[config.mk]
export PLATFORM = sky130hd
export DESIGN_NAME = adc_oversample_avg_peak_capture
export DESIGN_NICKNAME = d
export VERILOG_FILES = /design/src/hdl/aos_pkg.sv /design/src/hdl/aos_ram.sv /design/src/hdl/aos_upd.sv /design/src/hdl/adc_oversample_avg_peak_capture.sv
export SDC_FILE = /design/constraint.sdc
export NUM_CORES = 1
export LEC_CHECK = 0
export ABC_AREA = 1
export BUFFER_PORTS_ARGS = -buffer_cell sky130_fd_sc_hd__buf_2
export CORE_MARGIN = 3
export CORE_UTILIZATION = 50
export CTS_CLUSTER_DIAMETER = 60
export DETAILED_ROUTE_END_ITERATION = 12
export GPL_TIMING_DRIVEN = 0
export HOLD_SLACK_MARGIN = 0.15
export PLACE_DENSITY = 0.71
export SETUP_SLACK_MARGIN = 0.15
export SLEW_MARGIN = 15
export SYNTH_ARGS = -nofsm -noshare
export SYNTH_HDL_FRONTEND = slang
export SYNTH_SLANG_ARGS = --single-unit
[constraint.sdc]
create_clock -name clk -period 13.85 [get_ports clk]
set_clock_uncertainty 0.2 [all_clocks]
set_input_delay 0.6925 -clock clk [delete_from_list [all_inputs] [get_ports clk]]
set_output_delay 0.6925 -clock clk [all_outputs]
set_load 0.01 [all_outputs]
[src/hdl/aos_pkg.sv]
// Shared types and constants for the ADC oversampling averager with peak capture.
// Used by aos_upd and the top level; no dependencies.
`timescale 1ns / 1ps
package aos_pkg;

	localparam int ADC_W            = 12;
	localparam int LOG2_SAMPLES_DEF = 4;
	localparam int NUM_CH           = 4;
	localparam int CH_W             = 2;
	localparam int PF_W             = 4;

	// RAM entry / channel numbering
	localparam logic [CH_W-1:0] CH_U  = 2'd0;
	localparam logic [CH_W-1:0] CH_V  = 2'd1;
	localparam logic [CH_W-1:0] CH_W_ = 2'd2;
	localparam logic [CH_W-1:0] CH_DC = 2'd3;

	// configuration register indexes
	localparam logic [1:0] REG_OFFSET_U = 2'd0;
	localparam logic [1:0] REG_OFFSET_V = 2'd1;
	localparam logic [1:0] REG_OFFSET_W = 2'd2;

	localparam logic [ADC_W-1:0] OFFSET_RESET = 12'd2048;

	typedef struct packed {
		logic [ADC_W-1:0] sample_u;
		logic [ADC_W-1:0] sample_v;
		logic [ADC_W-1:0] sample_w;
		logic [ADC_W-1:0] sample_dc;
		logic             overcurrent_flag;
		logic             frame_last;
	} in_t;

	typedef struct packed {
		logic [ADC_W-1:0] out_u;
		logic [ADC_W-1:0] out_v;
		logic [ADC_W-1:0] out_w;
		logic [ADC_W-1:0] out_dc;
		logic             peak_used;
		logic [PF_W-1:0]  peak_frame;
	} out_t;

	typedef enum logic [1:0] {
		ST_IDLE  = 2'b01,
		ST_SWEEP = 2'b10
	} state_t;

endpackage

[src/hdl/aos_ram.sv]
// Generic single-port-write, single-port-read RAM with registered read data.
// No dependencies.
`timescale 1ns / 1ps
module aos_ram #(
	parameter int WIDTH = 8,
	parameter int DEPTH = 4
) (
	input  logic                     clk,
	input  logic                     we,
	input  logic [$clog2(DEPTH)-1:0] waddr,
	input  logic [WIDTH-1:0]         wdata,
	input  logic                     re,
	input  logic [$clog2(DEPTH)-1:0] raddr,
	output logic [WIDTH-1:0]         rdata
);

	logic [WIDTH-1:0] mem [DEPTH];

	always_ff @(posedge clk) begin
		if (we) begin
			mem[waddr] <= wdata;
		end
		if (re) begin
			rdata <= mem[raddr];
		end
	end

endmodule

[src/hdl/aos_upd.sv]
// Per-channel read-modify-write update: running sum and peak-deviation tracking.
// Depends on aos_pkg.
`timescale 1ns / 1ps
module aos_upd #(
	parameter int SUM_W = 16,
	parameter int IDX_W = 4
) (
	input  logic                        is_phase,
	input  logic                        first,
	input  logic [aos_pkg::ADC_W-1:0]   sample,
	input  logic [aos_pkg::ADC_W-1:0]   offset,
	input  logic [3*aos_pkg::ADC_W-1:0] trip,
	input  logic [IDX_W-1:0]            idx,
	input  logic [SUM_W-1:0]            old_sum,
	input  logic [2*aos_pkg::ADC_W-1:0] old_sq,
	input  logic [IDX_W-1:0]            old_idx,
	input  logic [3*aos_pkg::ADC_W-1:0] old_trip,
	output logic [SUM_W-1:0]            new_sum,
	output logic [2*aos_pkg::ADC_W-1:0] new_sq,
	output logic [IDX_W-1:0]            new_idx,
	output logic [3*aos_pkg::ADC_W-1:0] new_trip
);

	localparam int SQ_W = 2 * aos_pkg::ADC_W;

	logic [aos_pkg::ADC_W-1:0] diff;
	logic [SQ_W-1:0]           sq;
	logic                      take;

	always_comb begin
		diff = (sample >= offset) ? (sample - offset) : (offset - sample);
		sq   = SQ_W'(diff) * SQ_W'(diff);
		// first frame of a burst always wins; later ones only when strictly larger
		take = first || (sq > old_sq);

		new_sum = old_sum + SUM_W'(sample);
		if (!is_phase) begin
			new_sq   = '0;
			new_idx  = '0;
			new_trip = '0;
		end else if (take) begin
			new_sq   = sq;
			new_idx  = idx;
			new_trip = trip;
		end else begin
			new_sq   = old_sq;
			new_idx  = old_idx;
			new_trip = old_trip;
		end
	end

endmodule

[src/hdl/adc_oversample_avg_peak_capture.sv]
// Top level of the ADC oversampling averager with peak-frame capture.
// Depends on aos_pkg, aos_ram and aos_upd.
//
// Usage:
//  - Input: drive frame and raise start; the request is taken at a clock edge
//    with start high and busy low. Each request is one frame of U, V, W and DC
//    samples; frame_last closes a burst.
//  - Output: on a closing frame one result appears on result for exactly one
//    cycle with result_valid high; the receiver cannot stall it.
//  - Config: cfg_valid/cfg_ready write offset_u/v/w (cfg_index 0..2);
//    cfg_ready is always high, other indexes are ignored.
//  - Sweep: busy holds off new frames until a sweep ends. The per-channel
//    state (sum, peak square, peak index, peak triple) lives in one 4-entry RAM
//    with a single read port; each frame sweeps the four entries one per cycle.
//  - Reset: offsets go to 2048, frame counter and entry valid bits clear, so
//    all channel state reads as zero; no clearing pass is needed. A closing
//    frame invalidates all entries for the next burst.
`timescale 1ns / 1ps
module adc_oversample_avg_peak_capture #(
	parameter int LOG2_SAMPLES = aos_pkg::LOG2_SAMPLES_DEF
) (
	input  logic                      clk,
	input  logic                      arst_n,
	input  logic                      start,
	output logic                      busy,
	input  aos_pkg::in_t              frame,
	output logic                      result_valid,
	output aos_pkg::out_t             result,
	input  logic                      cfg_valid,
	output logic                      cfg_ready,
	input  logic [1:0]                cfg_index,
	input  logic [aos_pkg::ADC_W-1:0] cfg_data
);

	localparam int AW      = aos_pkg::ADC_W;
	localparam int SUM_W   = AW + LOG2_SAMPLES;
	localparam int SQ_W    = 2 * AW;
	localparam int IDX_W   = LOG2_SAMPLES;
	localparam int TRIP_W  = 3 * AW;
	localparam int ENTRY_W = SUM_W + SQ_W + IDX_W + TRIP_W;
	localparam int CW      = aos_pkg::CH_W;
	localparam logic [IDX_W-1:0] LAST_IDX = {IDX_W{1'b1}};

	aos_pkg::state_t state_q;
	logic [CW-1:0]   rd_cnt_q;
	logic            rd_en;

	logic [AW-1:0]   smp_q [aos_pkg::NUM_CH];
	logic            oc_q;
	logic            last_q;
	logic [IDX_W-1:0] idx_q;
	logic [IDX_W-1:0] cnt_q;
	logic [AW-1:0]   off_u_q, off_v_q, off_w_q;
	logic [aos_pkg::NUM_CH-1:0] vld_q;

	logic            p_vld_s1;
	logic [CW-1:0]   p_ch_s1;
	logic            rvld_s1;

	logic [ENTRY_W-1:0] rdata, old_word, new_word;
	logic [SUM_W-1:0]   new_sum;
	logic [SQ_W-1:0]    new_sq;
	logic [IDX_W-1:0]   new_idx;
	logic [TRIP_W-1:0]  new_trip;
	logic [AW-1:0]      cur_smp, cur_off;
	logic               accept;

	logic [SQ_W-1:0]    best_sq_q;
	logic [IDX_W-1:0]   best_idx_q;
	logic [TRIP_W-1:0]  best_trip_q;
	logic               tie_q;
	logic [AW-1:0]      avg_u_q, avg_v_q, avg_w_q;
	logic [AW-1:0]      new_avg;

	aos_pkg::out_t      res_q;
	logic               res_vld_q;

	assign accept    = start && !busy;
	assign busy      = (state_q == aos_pkg::ST_SWEEP);
	assign rd_en     = (state_q == aos_pkg::ST_SWEEP);
	assign cfg_ready = 1'b1;

	// sequencer: one RAM read per channel entry
	always_ff @(posedge clk or negedge arst_n) begin
		if (!arst_n) begin
			state_q  <= aos_pkg::ST_IDLE;
			rd_cnt_q <= '0;
			p_vld_s1 <= 1'b0;
			p_ch_s1  <= '0;
		end else begin
			p_vld_s1 <= rd_en;
			p_ch_s1  <= rd_cnt_q;
			case (state_q)
				aos_pkg::ST_IDLE: begin
					rd_cnt_q <= '0;
					if (accept) begin
						state_q <= aos_pkg::ST_SWEEP;
					end
				end
				aos_pkg::ST_SWEEP: begin
					rd_cnt_q <= rd_cnt_q + 1'b1;
					if (rd_cnt_q == aos_pkg::CH_DC) begin
						state_q <= aos_pkg::ST_IDLE;
					end
				end
				default: begin
					state_q <= aos_pkg::ST_IDLE;
				end
			endcase
		end
	end

	// request capture and frame counter
	always_ff @(posedge clk or negedge arst_n) begin
		if (!arst_n) begin
			cnt_q <= '0;
		end else if (accept) begin
			if (frame.frame_last) begin
				cnt_q <= '0;
			end else if (cnt_q != LAST_IDX) begin
				cnt_q <= cnt_q + 1'b1;
			end
		end
	end

	always_ff @(posedge clk) begin
		if (accept) begin
			smp_q[aos_pkg::CH_U]  <= frame.sample_u;
			smp_q[aos_pkg::CH_V]  <= frame.sample_v;
			smp_q[aos_pkg::CH_W_] <= frame.sample_w;
			smp_q[aos_pkg::CH_DC] <= frame.sample_dc;
			oc_q   <= frame.overcurrent_flag;
			last_q <= frame.frame_last;
			idx_q  <= cnt_q;
		end
	end

	// offset registers
	always_ff @(posedge clk or negedge arst_n) begin
		if (!arst_n) begin
			off_u_q <= aos_pkg::OFFSET_RESET;
			off_v_q <= aos_pkg::OFFSET_RESET;
			off_w_q <= aos_pkg::OFFSET_RESET;
		end else if (cfg_valid && cfg_ready) begin
			case (cfg_index)
				aos_pkg::REG_OFFSET_U: off_u_q <= cfg_data;
				aos_pkg::REG_OFFSET_V: off_v_q <= cfg_data;
				aos_pkg::REG_OFFSET_W: off_w_q <= cfg_data;
				default: ;
			endcase
		end
	end

	// entry valid bits; a closing frame invalidates each entry as it passes
	always_ff @(posedge clk or negedge arst_n) begin
		if (!arst_n) begin
			vld_q   <= '0;
			rvld_s1 <= 1'b0;
		end else begin
			if (rd_en) begin
				rvld_s1 <= vld_q[rd_cnt_q];
			end
			if (p_vld_s1) begin
				vld_q[p_ch_s1] <= !last_q;
			end
		end
	end

	aos_ram #(
		.WIDTH (ENTRY_W),
		.DEPTH (aos_pkg::NUM_CH)
	) u_ram (
		.clk   (clk),
		.we    (p_vld_s1 && !last_q),
		.waddr (p_ch_s1),
		.wdata (new_word),
		.re    (rd_en),
		.raddr (rd_cnt_q),
		.rdata (rdata)
	);

	assign old_word = rvld_s1 ? rdata : '0;

	always_comb begin
		cur_smp = smp_q[p_ch_s1];
		case (p_ch_s1)
			aos_pkg::CH_U:  cur_off = off_u_q;
			aos_pkg::CH_V:  cur_off = off_v_q;
			aos_pkg::CH_W_: cur_off = off_w_q;
			default:        cur_off = '0;
		endcase
	end

	aos_upd #(
		.SUM_W (SUM_W),
		.IDX_W (IDX_W)
	) u_upd (
		.is_phase (p_ch_s1 != aos_pkg::CH_DC),
		.first    (idx_q == '0),
		.sample   (cur_smp),
		.offset   (cur_off),
		.trip     ({smp_q[aos_pkg::CH_U], smp_q[aos_pkg::CH_V], smp_q[aos_pkg::CH_W_]}),
		.idx      (idx_q),
		.old_sum  (old_word[ENTRY_W-1 -: SUM_W]),
		.old_sq   (old_word[IDX_W+TRIP_W +: SQ_W]),
		.old_idx  (old_word[TRIP_W +: IDX_W]),
		.old_trip (old_word[TRIP_W-1:0]),
		.new_sum  (new_sum),
		.new_sq   (new_sq),
		.new_idx  (new_idx),
		.new_trip (new_trip)
	);

	assign new_word = {new_sum, new_sq, new_idx, new_trip};
	assign new_avg  = new_sum[SUM_W-1:LOG2_SAMPLES];

	// averages and phase pick: W unless U or V holds a strictly unique maximum; the DC entry builds the result
	always_ff @(posedge clk) begin
		if (p_vld_s1) begin
			case (p_ch_s1)
				aos_pkg::CH_U: begin
					avg_u_q     <= new_avg;
					best_sq_q   <= new_sq;
					best_idx_q  <= new_idx;
					best_trip_q <= new_trip;
					tie_q       <= 1'b0;
				end
				aos_pkg::CH_V: begin
					avg_v_q <= new_avg;
					if (new_sq > best_sq_q) begin
						best_sq_q   <= new_sq;
						best_idx_q  <= new_idx;
						best_trip_q <= new_trip;
						tie_q       <= 1'b0;
					end else if (new_sq == best_sq_q) begin
						tie_q <= 1'b1;
					end
				end
				aos_pkg::CH_W_: begin
					avg_w_q <= new_avg;
					if (new_sq >= best_sq_q || tie_q) begin
						best_sq_q   <= new_sq;
						best_idx_q  <= new_idx;
						best_trip_q <= new_trip;
					end
				end
				default: begin
					if (oc_q) begin
						res_q.out_u      <= best_trip_q[TRIP_W-1 -: AW];
						res_q.out_v      <= best_trip_q[AW +: AW];
						res_q.out_w      <= best_trip_q[AW-1:0];
						res_q.peak_used  <= 1'b1;
						res_q.peak_frame <= aos_pkg::PF_W'(best_idx_q);
					end else begin
						res_q.out_u      <= avg_u_q;
						res_q.out_v      <= avg_v_q;
						res_q.out_w      <= avg_w_q;
						res_q.peak_used  <= 1'b0;
						res_q.peak_frame <= '0;
					end
					res_q.out_dc <= new_avg;
				end
			endcase
		end
	end

	always_ff @(posedge clk or negedge arst_n) begin
		if (!arst_n) begin
			res_vld_q <= 1'b0;
		end else begin
			res_vld_q <= p_vld_s1 && (p_ch_s1 == aos_pkg::CH_DC) && last_q;
		end
	end

	assign result_valid = res_vld_q;
	assign result       = res_q;

endmodule

==> results of run 1 <==
cell families after synthesis:
family | Yosys count | synth area share
buf+inv | 412 | 0.0507
compound gates | 471 | 0.0823
other cells | 1 | 0.000117
simple gates | 970 | 0.122
fa+ha+maj | 224 | 0.107
mux | 36 | 0.0127
xor+xnor | 41 | 0.0117
flops | 661 | 0.614
placed cells by master, fill, tap and decap left out, types with 10 or more instances in the layout:
| master | instances |
|---|---|
| sky130_fd_sc_hd__mux2_2 | 36 |
| sky130_fd_sc_hd__clkbuf_16 | 73 |
| sky130_fd_sc_hd__buf_2 | 136 |
| sky130_fd_sc_hd__o21bai_1 | 11 |
| sky130_fd_sc_hd__nor2_2 | 24 |
| sky130_fd_sc_hd__clkbuf_1 | 78 |
| sky130_fd_sc_hd__xnor2_1 | 10 |
| sky130_fd_sc_hd__a22oi_1 | 13 |
| sky130_fd_sc_hd__edfxtp_1 | 608 |
| sky130_fd_sc_hd__nand4_1 | 15 |
| sky130_fd_sc_hd__nor3_1 | 17 |
| sky130_fd_sc_hd__o22ai_1 | 85 |
| sky130_fd_sc_hd__buf_12 | 12 |
| sky130_fd_sc_hd__clkinv_1 | 11 |
| sky130_fd_sc_hd__buf_1 | 12 |
| sky130_fd_sc_hd__inv_1 | 290 |
| sky130_fd_sc_hd__o21ai_0 | 250 |
| sky130_fd_sc_hd__a21oi_1 | 77 |
| sky130_fd_sc_hd__fa_1 | 83 |
| sky130_fd_sc_hd__ha_1 | 140 |
| sky130_fd_sc_hd__nand2_1 | 469 |
| sky130_fd_sc_hd__nor2_1 | 362 |
| sky130_fd_sc_hd__clkinv_2 | 11 |
| sky130_fd_sc_hd__nand3_1 | 55 |
| sky130_fd_sc_hd__xor2_1 | 22 |
| sky130_fd_sc_hd__dfrtp_1 | 49 |
| sky130_fd_sc_hd__dlygate4sd3_1 | 53 |
state kept, by name (all words and copies together) (netlist names), 4 cells and up:
| register | count |
|---|---|
| avg_u_q | 12 |
| avg_v_q | 12 |
| avg_w_q | 12 |
| best_idx_q | 4 |
| best_sq_q | 24 |
| best_trip_q | 36 |
| cnt_q | 4 |
| idx_q | 4 |
| off_u_q | 12 |
| off_v_q | 12 |
| off_w_q | 12 |
| result | 53 |
| smp_q | 48 |
| u_ram.mem | 320 |
| u_ram.rdata | 80 |
| vld_q | 4 |
metal layers:
layer  global-route usage  up-vias  share of wire
met1                0.332    11019           0.38
met4                0.130        0          0.050
met2                0.442     1128           0.48
li1                     -    10174              -
met3               0.0507      228          0.089
met5                    0        -              0
per-stage QoR:
stage	instances	setup TNS (ps)	util	hold slack, ps
finish	3989	0	0.590	175
global route	3989	0	0.590	194
CTS	3988	0	0.589	151
detailed placement	3808	-1370	0.543	238
global placement	3784	-228030	0.533	235
floorplan	2816	0	-	196
area by class of cell:
class / instances / area [µm²] / area share
Timing Repair Buffer: 200 / 1660 / 0.0447
Clock buffer: 83 / 1860 / 0.0501
Inverter: 300 / 1130 / 0.0303
Sequential cell: 661 / 19600 / 0.526
Tap cell: 846 / 1060 / 0.0284
Buffer: 112 / 510 / 0.0137
Clock inverter: 44 / 532 / 0.0143
Multi-Input combinational cell: 1743 / 10900 / 0.292
timing repair:
| action | 4_1_cts | 5_1_grt |
|---|---|---|
| gates resized for setup | 0 | 30 |
| pin swaps | 1 | 0 |
| endpoints found under the hold margin | 54 | 49 |
| setup endpoints to repair | 46 | 66 |
| setup buffers | 1 | 0 |
| hold buffers | 52 | 1 |
worst register-to-register path: cells and delay by family (launching register included):
kind,cells,cell delay (ps)
adder cells (fa/ha/maj),9,3860
AND/OR/NAND/NOR,20,3780
flip-flops,1,430
buffers and inverters,13,2320
AO/OA/AOI/OAI,10,2100
final timing paths:
path / endpoint / cells after the start
max: best_sq_q[10] / 52
min: off_u_q[7] / 3
max reg2reg: best_sq_q[10] / 52
min reg2reg: idx_q[3] / 0
max in group asynchronous: cnt_q[1] / 2
min in group asynchronous: off_w_q[3] / 2
synthesized netlist by cell type, drive strengths merged:
library cell,instances,share of area
edfxtp,608,0.57
nand2,477,0.057
nor2,394,0.048
inv,298,0.035
o21ai,252,0.040
ha,141,0.055
o22ai,85,0.017
fa,83,0.052
a21oi,77,0.012
clkbuf,75,0.0089
nand3,56,0.0089
dfrtp,49,0.038
buf,37,0.0066
mux2,36,0.013
xor2,25,0.0071
nor3,17,0.0027
a22oi,16,0.0038
xnor2,16,0.0046
nand4,15,0.0029
o21bai,11,0.0026
a221oi,7,0.0019
and2,7,0.0014
o21a,6,0.0016
o211ai,5,0.0012
dfstp,4,0.0033
a21boi,3,0.00071
a21o,3,0.00071
a31oi,2,0.00039
clkinv,2,0.00024
nand3b,2,0.00047
a211oi,1,0.00024
a22o,1,0.00027
conb,1,0.00012
o2bb2ai,1,0.00027
o31ai,1,0.00024
or2,1,0.00020
or4,1,0.00024
==> impl_results.rst, run 1 <==
.. list-table::
   :header-rows: 1

   * - Metric
     - Value
   * - Result of the run
     - finished clean
   * - Share of the yosys chip area belonging to registers
     - 0.614
   * - Post-route cell area
     - ~0.037 mm²
   * - Final setup fails
     - 0
   * - Clock-pin slew on the worst setup and hold paths
     - 60 ps
   * - Number of filler cells placed in the layout
     - 5044
   * - Slew Viols, Final
     - 0
   * - Count of routing violations after the opening detailed-route iteration
     - 2446
   * - Setup WS pre-CTS
     - -59.1 ps
   * - DRC violation count after routing
     - 0
   * - Height of the die
     - about 260 µm
   * - Instance area at placement
     - 0.0342 mm²
   * - Crit path buffers/inverters
     - 13
   * - Library cell contributing the largest single delay on the critical path
     - sky130_fd_sc_hd__clkbuf_1
   * - Final Routed Wirelength
     - 88000 µm
   * - Initial antenna violation count
     - 0
   * - Setup slack of the critical path after layout
     - 907 ps
   * - Vias per Instance
     - 5.65
   * - Floorplan die area
     - ~0.067 mm²
   * - H-Tree Depth
     - 3
   * - Worst min-delay path startpoint
     - cfg_data[7]
   * - Type of the setup path with the least slack
     - reg -> reg
   * - Share of final-layout standard cells stronger than drive strength 1
     - 0.125
   * - Via count of the first global-routing pass
     - 23297
   * - Measured slew at the worst slew-check pin
     - about 1200 ps
   * - Count of TritonRoute iterations in the first routing pass
     - 6
   * - Die Wd
     - ~260 µm
   * - Origin of the worst setup path
     - p_ch_s1[1]
   * - Ports placed on the boundary
     - ~120
   * - Nets@finish
     - 3380
   * - GR Util All Layers
     - 0.264
   * - Max-cap check violation count
     - 0
   * - Number of nets produced by synthesis
     - 3108
   * - Area growth from synthesis to layout
     - 16.6%
   * - Cell seen most often among critical-path stages
     - sky130_fd_sc_hd__nand2_1
   * - Starting density of the core
     - 0.506
   * - Last weighted congestion value of the routability-driven placer
     - 0.898
   * - Number of clock sinks
     - 661
   * - Arrival time at the worst endpoint
     - roughly 13000 ps
   * - Setup repair after global routing missed its margin
     - no
   * - Worst-Skew Late Latency
     - just over 600 ps
   * - Clock tree from TritonCTS
     - done
   * - Cells after Synth
     - around 2800
   * - Number of unique standard cell types used by synthesis
     - 52
   * - Buffers on Ports
     - 122
   * - Antenna viol nets, final
     - 0
   * - Count of warnings emitted by yosys
     - 0
   * - Routed wirelength normalized by instance count
     - 22.1 µm
   * - Biggest fanout along the worst timing path
     - 24
   * - Cell row count
     - 92
   * - Setup slack on the worst flop-to-flop path
     - 910 ps
   * - Startpoint class of the critical path
     - flop
   * - Final critical-path share of the clock period
     - 0.934
   * - Wire length of the first global-routing pass
     - 135000 µm
   * - Largest incremental delay on the critical path
     - 570 ps
   * - Max Clk Rate
     - 0.0773 GHz
   * - Core box area
     - roughly 0.063 mm²
   * - Final HPWL DP
     - ~60000 µm
   * - Hold Crit Class
     - in -> reg
   * - Hold violation count in the final report
     - 0
   * - # diodes
     - 0
   * - Number of buffers inserted during clock tree synthesis
     - 70
   * - Launching point of the worst reg2reg path
     - p_ch_s1[1]
   * - Routed via count
     - 22549
   * - Worst max-slew margin expressed relative to the limit
     - 0.196
   * - Flops & latches, synth
     - around 660
   * - Synthesized area per cell
     - 11.3 µm²
   * - Nature of the critical path endpoint
     - flop
   * - Cell area after synthesis
     - 0.0319 mm²
   * - Remaining global-route overflow
     - 0
   * - Delay-heaviest family, CP
     - adder cells
   * - Final worst path period need
     - 12940 ps
   * - Max Root-Sink Buffers
     - 3
   * - Maximum number of pins on one net before global-route repair
     - just under 60
   * - Critical Path RT
     - 14000 ps
   * - Master cell of the clock root buffer
     - sky130_fd_sc_hd__clkbuf_16
Power of run 1 is left out: the tool's default activity adds up to more than one toggle a clock period on the data nets, which glitch-free logic cannot reach.
==> run 2, diff against run 1 <==
--- a/config.mk
+++ b/config.mk
@@ -5,7 +5,7 @@
 export SDC_FILE = /design/constraint.sdc
 export NUM_CORES = 1
 export LEC_CHECK = 0
-export ABC_AREA = 1
+export ABC_CLOCK_PERIOD_IN_PS = 13850
 export BUFFER_PORTS_ARGS = -buffer_cell sky130_fd_sc_hd__buf_2
 export CORE_MARGIN = 3
 export CORE_UTILIZATION = 50
==> run 2 against run 1 <==
Against the previous run:
- die area decreased by 2.0%
- sequential share of layout area decreased by 0.50 points
- via count down 15%
- worst setup slack got worse by 510 ps
- register-to-register slack worse by 510 ps
- routed wire length down 7.9%
- critical path depth is 2 higher
- global-route usage shrank 1.8 points
==> impl_results.rst, run 2 <==
.. list-table::
   :header-rows: 1

   * - Metric
     - Value
   * - Result of the run
     - finished clean (unchanged)
   * - Synthesized area per cell
     - 15.2 µm² (was 11.3 µm²)
   * - Arithmetic-cell share of the synthesized area counting full adders, half adders and majority gates
     - 0.110 (was 0.107)
   * - Sink of the worst hold path
     - off_v_q[8] (was off_u_q[7])
   * - Commonest non-fill, non-tap cells in the layout
     - 608 x sky130_fd_sc_hd__edfxtp_1, 179 x sky130_fd_sc_hd__inv_1, 137 x sky130_fd_sc_hd__ha_1 (was 608 x sky130_fd_sc_hd__edfxtp_1, 469 x sky130_fd_sc_hd__nand2_1, 362 x sky130_fd_sc_hd__nor2_1)
   * - Critical Path RT
     - 14010 ps (was 14000 ps)
   * - Nature of the critical path endpoint
     - flop (unchanged)
   * - Layer carrying the most global-route usage
     - met2 (unchanged)
   * - Via count of the first global-routing pass
     - 19962 (was 23297)
   * - Setup TNS after final layout
     - 0 ps (unchanged)
   * - Xor-xnor portion of the synthesized cell area
     - 0.0117 (about the same)
   * - Slew Viols, Final
     - 0 (unchanged)
   * - Largest incremental delay on the critical path
     - 640 ps (was 570 ps)
   * - Setup WS pre-CTS
     - -3120 ps (was -59.1 ps)
   * - Number of cells on the worst hold path
     - 2 (was 3)
   * - Routed via count
     - 19254 (was 22549)
   * - Remaining global-route overflow
     - 0 (unchanged)
   * - Flops & latches, synth
     - 661 (unchanged)
   * - Area growth from synthesis to layout
     - 20.1% (was 16.6%)
   * - Buffers on Ports
     - 122 (unchanged)
   * - Largest register by flop count
     - u_ram.mem (unchanged)
   * - Complex-gate fraction of the synthesized area
     - 0.0558 (was 0.0823)
   * - Biggest fanout along the worst timing path
     - 20 (was 24)
   * - Library cell contributing the largest single delay on the critical path
     - sky130_fd_sc_hd__mux4_2 (was sky130_fd_sc_hd__clkbuf_1)
   * - Share of the yosys chip area belonging to registers
     - 0.626 (was 0.614)
   * - Number of nets produced by synthesis
     - 2353 (was 3108)
   * - Wire length of the first global-routing pass
     - 122000 µm (was 135000 µm)
   * - Top cell type's share of synthesized area
     - 0.584 (was 0.572)
   * - Crit path buffers/inverters
     - 16 (was 13)
   * - Delay-heaviest family, CP
     - adder cells (unchanged)
   * - Most used standard cells in the synthesized netlist
     - 608 x sky130_fd_sc_hd__edfxtp_1, 181 x sky130_fd_sc_hd__inv_1, 141 x sky130_fd_sc_hd__ha_1, 123 x sky130_fd_sc_hd__nand2_1, 105 x sky130_fd_sc_hd__a21oi_1 (was 608 x sky130_fd_sc_hd__edfxtp_1, 469 x sky130_fd_sc_hd__nand2_1, 378 x sky130_fd_sc_hd__nor2_1, 291 x sky130_fd_sc_hd__inv_1, 250 x sky130_fd_sc_hd__o21ai_0)
   * - Count of routing violations after the opening detailed-route iteration
     - 1936 (was 2446)
   * - Max Clk Rate
     - 0.0743 GHz (was 0.0773 GHz)
   * - Cell seen most often among critical-path stages
     - sky130_fd_sc_hd__inv_1 (was sky130_fd_sc_hd__nand2_1)
   * - Startpoint class of the critical path
     - flop (unchanged)
   * - Nets@finish
     - 2683 (was 3380)
   * - Clock tree from TritonCTS
     - done (unchanged)
   * - Commonest non-fill, non-tap cell in the layout
     - sky130_fd_sc_hd__edfxtp_1 (unchanged)
   * - Cell area after synthesis
     - 0.0313 mm² (was 0.0319 mm²)
   * - Final Util
     - 0.608 (was 0.590)
   * - Max-cap check violation count
     - 0 (unchanged)
   * - Vias per Instance
     - 5.86 (was 5.65)
   * - Initial antenna violation count
     - 0 (unchanged)
   * - Path depth of the worst reg2reg path
     - 54 (was 52)
   * - Last weighted congestion value of the routability-driven placer
     - 0.852 (was 0.898)
   * - Launching point of the worst reg2reg path
     - p_ch_s1[0] (was p_ch_s1[1])
   * - Number of flip-flops under the largest register name
     - 320 (unchanged)
   * - Final setup fails
     - 0 (unchanged)
   * - Master cell of the clock root buffer
     - sky130_fd_sc_hd__clkbuf_16 (unchanged)
   * - Min Hold Slack
     - 189 ps (was 175 ps)
   * - Final Routed Wirelength
     - 81000 µm (was 88000 µm)
   * - Portion of netlist area occupied by mux cells
     - 0.0994 (was 0.0127)
   * - Number of flops mapped to enable cells by yosys
     - 608 (unchanged)
   * - Routed wirelength normalized by instance count
     - 24.7 µm (was 22.1 µm)
   * - H-Tree Depth
     - 3 (unchanged)
   * - Measured slew at the worst slew-check pin
     - 1230 ps (was 1200 ps)
   * - Antenna viol nets, final
     - 0 (unchanged)
   * - Count of warnings emitted by yosys
     - 0 (unchanged)
   * - Hold violation count in the final report
     - 0 (unchanged)
   * - Final HPWL DP
     - 53900 µm (was 60400 µm)
   * - Main combinational cell family by area after synthesis
     - adder cells (was simple AND/OR/NAND/NOR gates)
   * - Final critical-path share of the clock period
     - 0.971 (was 0.934)
   * - Cell with the most instances after synthesis
     - sky130_fd_sc_hd__edfxtp_1 (unchanged)
   * - Reg-to-reg critical path endpoint
     - best_idx_q[1] (was best_sq_q[10])
   * - Cell row count
     - 91 (was 92)
   * - GR Util All Layers
     - 0.246 (was 0.264)
   * - Area share of and/or/nand/nor cells after synthesis
     - 0.0645 (was 0.122)
   * - Share of final-layout standard cells stronger than drive strength 1
     - 0.250 (was 0.125)
   * - Core box area
     - 0.0618 mm² (was 0.0631 mm²)
   * - Met1 track demand over resource
     - 0.331 (was 0.332)
   * - Maximum number of pins on one net before global-route repair
     - 54 (was 59)
   * - FFs w/ async S/R, synth
     - 0.0802 (unchanged)
   * - Worst min-delay path startpoint
     - cfg_data[8] (was cfg_data[7])
   * - Clock-pin slew on the worst setup and hold paths
     - 60 ps (about the same)
   * - Setup repair after global routing missed its margin
     - no (unchanged)
   * - Number of buffers inserted during clock tree synthesis
     - 70 (unchanged)
   * - Starting density of the core
     - 0.506 (about the same)
   * - Max Root-Sink Buffers
     - 3 (unchanged)
   * - Worst-Skew Late Latency
     - 640 ps (was 610 ps)
   * - Floorplan die area
     - 0.0656 mm² (was 0.0669 mm²)
   * - Flip-flop cell with the highest count after synthesis
     - sky130_fd_sc_hd__edfxtp_1 (unchanged)
   * - Count of TritonRoute iterations in the first routing pass
     - 8 (was 6)
   * - Leading post-synthesis cells by cell area
     - sky130_fd_sc_hd__edfxtp_1 58%, sky130_fd_sc_hd__mux4_2 6.7%, sky130_fd_sc_hd__ha_1 5.6%, sky130_fd_sc_hd__fa_1 5.3%, sky130_fd_sc_hd__dfrtp_1 3.9% (was sky130_fd_sc_hd__edfxtp_1 57%, sky130_fd_sc_hd__ha_1 5.5%, sky130_fd_sc_hd__nand2_1 5.5%, sky130_fd_sc_hd__fa_1 5.2%, sky130_fd_sc_hd__nor2_1 4.4%)
   * - Worst max-slew margin expressed relative to the limit
     - 0.175 (was 0.196)
   * - Final worst path period need
     - 13450 ps (was 12940 ps)
   * - Met2 track demand over resource
     - 0.405 (was 0.442)
   * - Die Wd
     - 256 µm (was 259 µm)
   * - Ports placed on the boundary
     - 124 (unchanged)
   * - Hold Crit Class
     - in -> reg (unchanged)
   * - Global routing usage on met3
     - 0.0468 (was 0.0507)
   * - Arrival time at the worst endpoint
     - 13610 ps (was 13090 ps)
   * - Number of filler cells placed in the layout
     - 4465 (was 5044)
   * - DRC violation count after routing
     - 0 (unchanged)
   * - Type of the setup path with the least slack
     - reg -> reg (unchanged)
   * - Setup slack on the worst flop-to-flop path
     - 400 ps (was 910 ps)
   * - Number of unique standard cell types used by synthesis
     - 85 (was 52)
   * - Setup slack of the critical path after layout
     - 399 ps (was 907 ps)
   * - Library cell occupying the most area in the post-synthesis netlist
     - sky130_fd_sc_hd__edfxtp_1 (unchanged)
   * - Number of clock sinks
     - 661 (unchanged)
   * - Cells after Synth
     - 2061 (was 2816)
   * - Height of the die
     - 256 µm (was 259 µm)
-- run 2: cell count changes in the layout (fill, tap and decap cells not counted), sizes merged, moves of 30 or more --
cell / before / now
nor2: 394 / 101
a21oi: 77 / 107
inv: 301 / 190
mux2: 36 / 75
mux4: 0 / 93
nand2: 477 / 124
buf: 182 / 233
o21ai: 252 / 41
o22ai: 85 / 2
a21o: 3 / 44
clkbuf: 160 / 124
-- run 2: final cells by class --
type                            count  area, µm²  area share
Sequential cell                   661      19600       0.521
Clock buffer                       80       1790      0.0476
Buffer                             80        469      0.0125
Clock inverter                     49        703      0.0187
Inverter                          185        694      0.0185
Timing Repair Buffer              257       2140      0.0571
Tap cell                          837       1050      0.0279
Antenna cell                        2       5.00    0.000133
Multi-Input combinational cell   1136      11100       0.297
-- run 2: worst max-delay path by stage --
stage	slack, ps	start	end	depth (start not counted)
5_1_grt	20	p_ch_s1[0]	best_idx_q[1]	55
3_3_place_gp	-3650	p_ch_s1[0]	best_trip_q[15]	52
2_1_floorplan	570	p_ch_s1[0]	best_idx_q[0]	51
4_1_cts	160	p_ch_s1[0]	best_trip_q[33]	53
6_report	400	p_ch_s1[0]	best_idx_q[1]	54
3_5_place_dp	-3120	p_ch_s1[0]	best_trip_q[18]	53
-- run 2: through the flow --
step	cells	area [µm²]
floorplan	2061	31300
global placement	3020	32900
detailed placement	3048	33500
CTS	3253	37100
global route	3285	37600
finish	3287	37600
-- run 2: timing repair --
action,in CTS,in global routing
setup buffers,14,31
pin swaps,15,30
hold buffers,60,0
cloned,2,1
hold endpoints to repair,120,0
resized for setup,76,64
setup endpoints to repair,356,66
-- run 2: kinds of logic after synthesis --
group / after synthesis
muxes: 185
and+or+nand+nor: 416
other: 1
DFF: 661
adders and majority gates: 224
AOI/OAI and AO/OA: 269
xor gates and xnor gates: 40
buffers and inverters: 265
-- run 2: routing by layer --
metal	wire [µm]	vias up
met3	7040	158
met2	40100	1029
met1	31200	9739
li1	-	8328
met5	0	-
met4	2730	0
Power of run 2 is left out for the same reason.
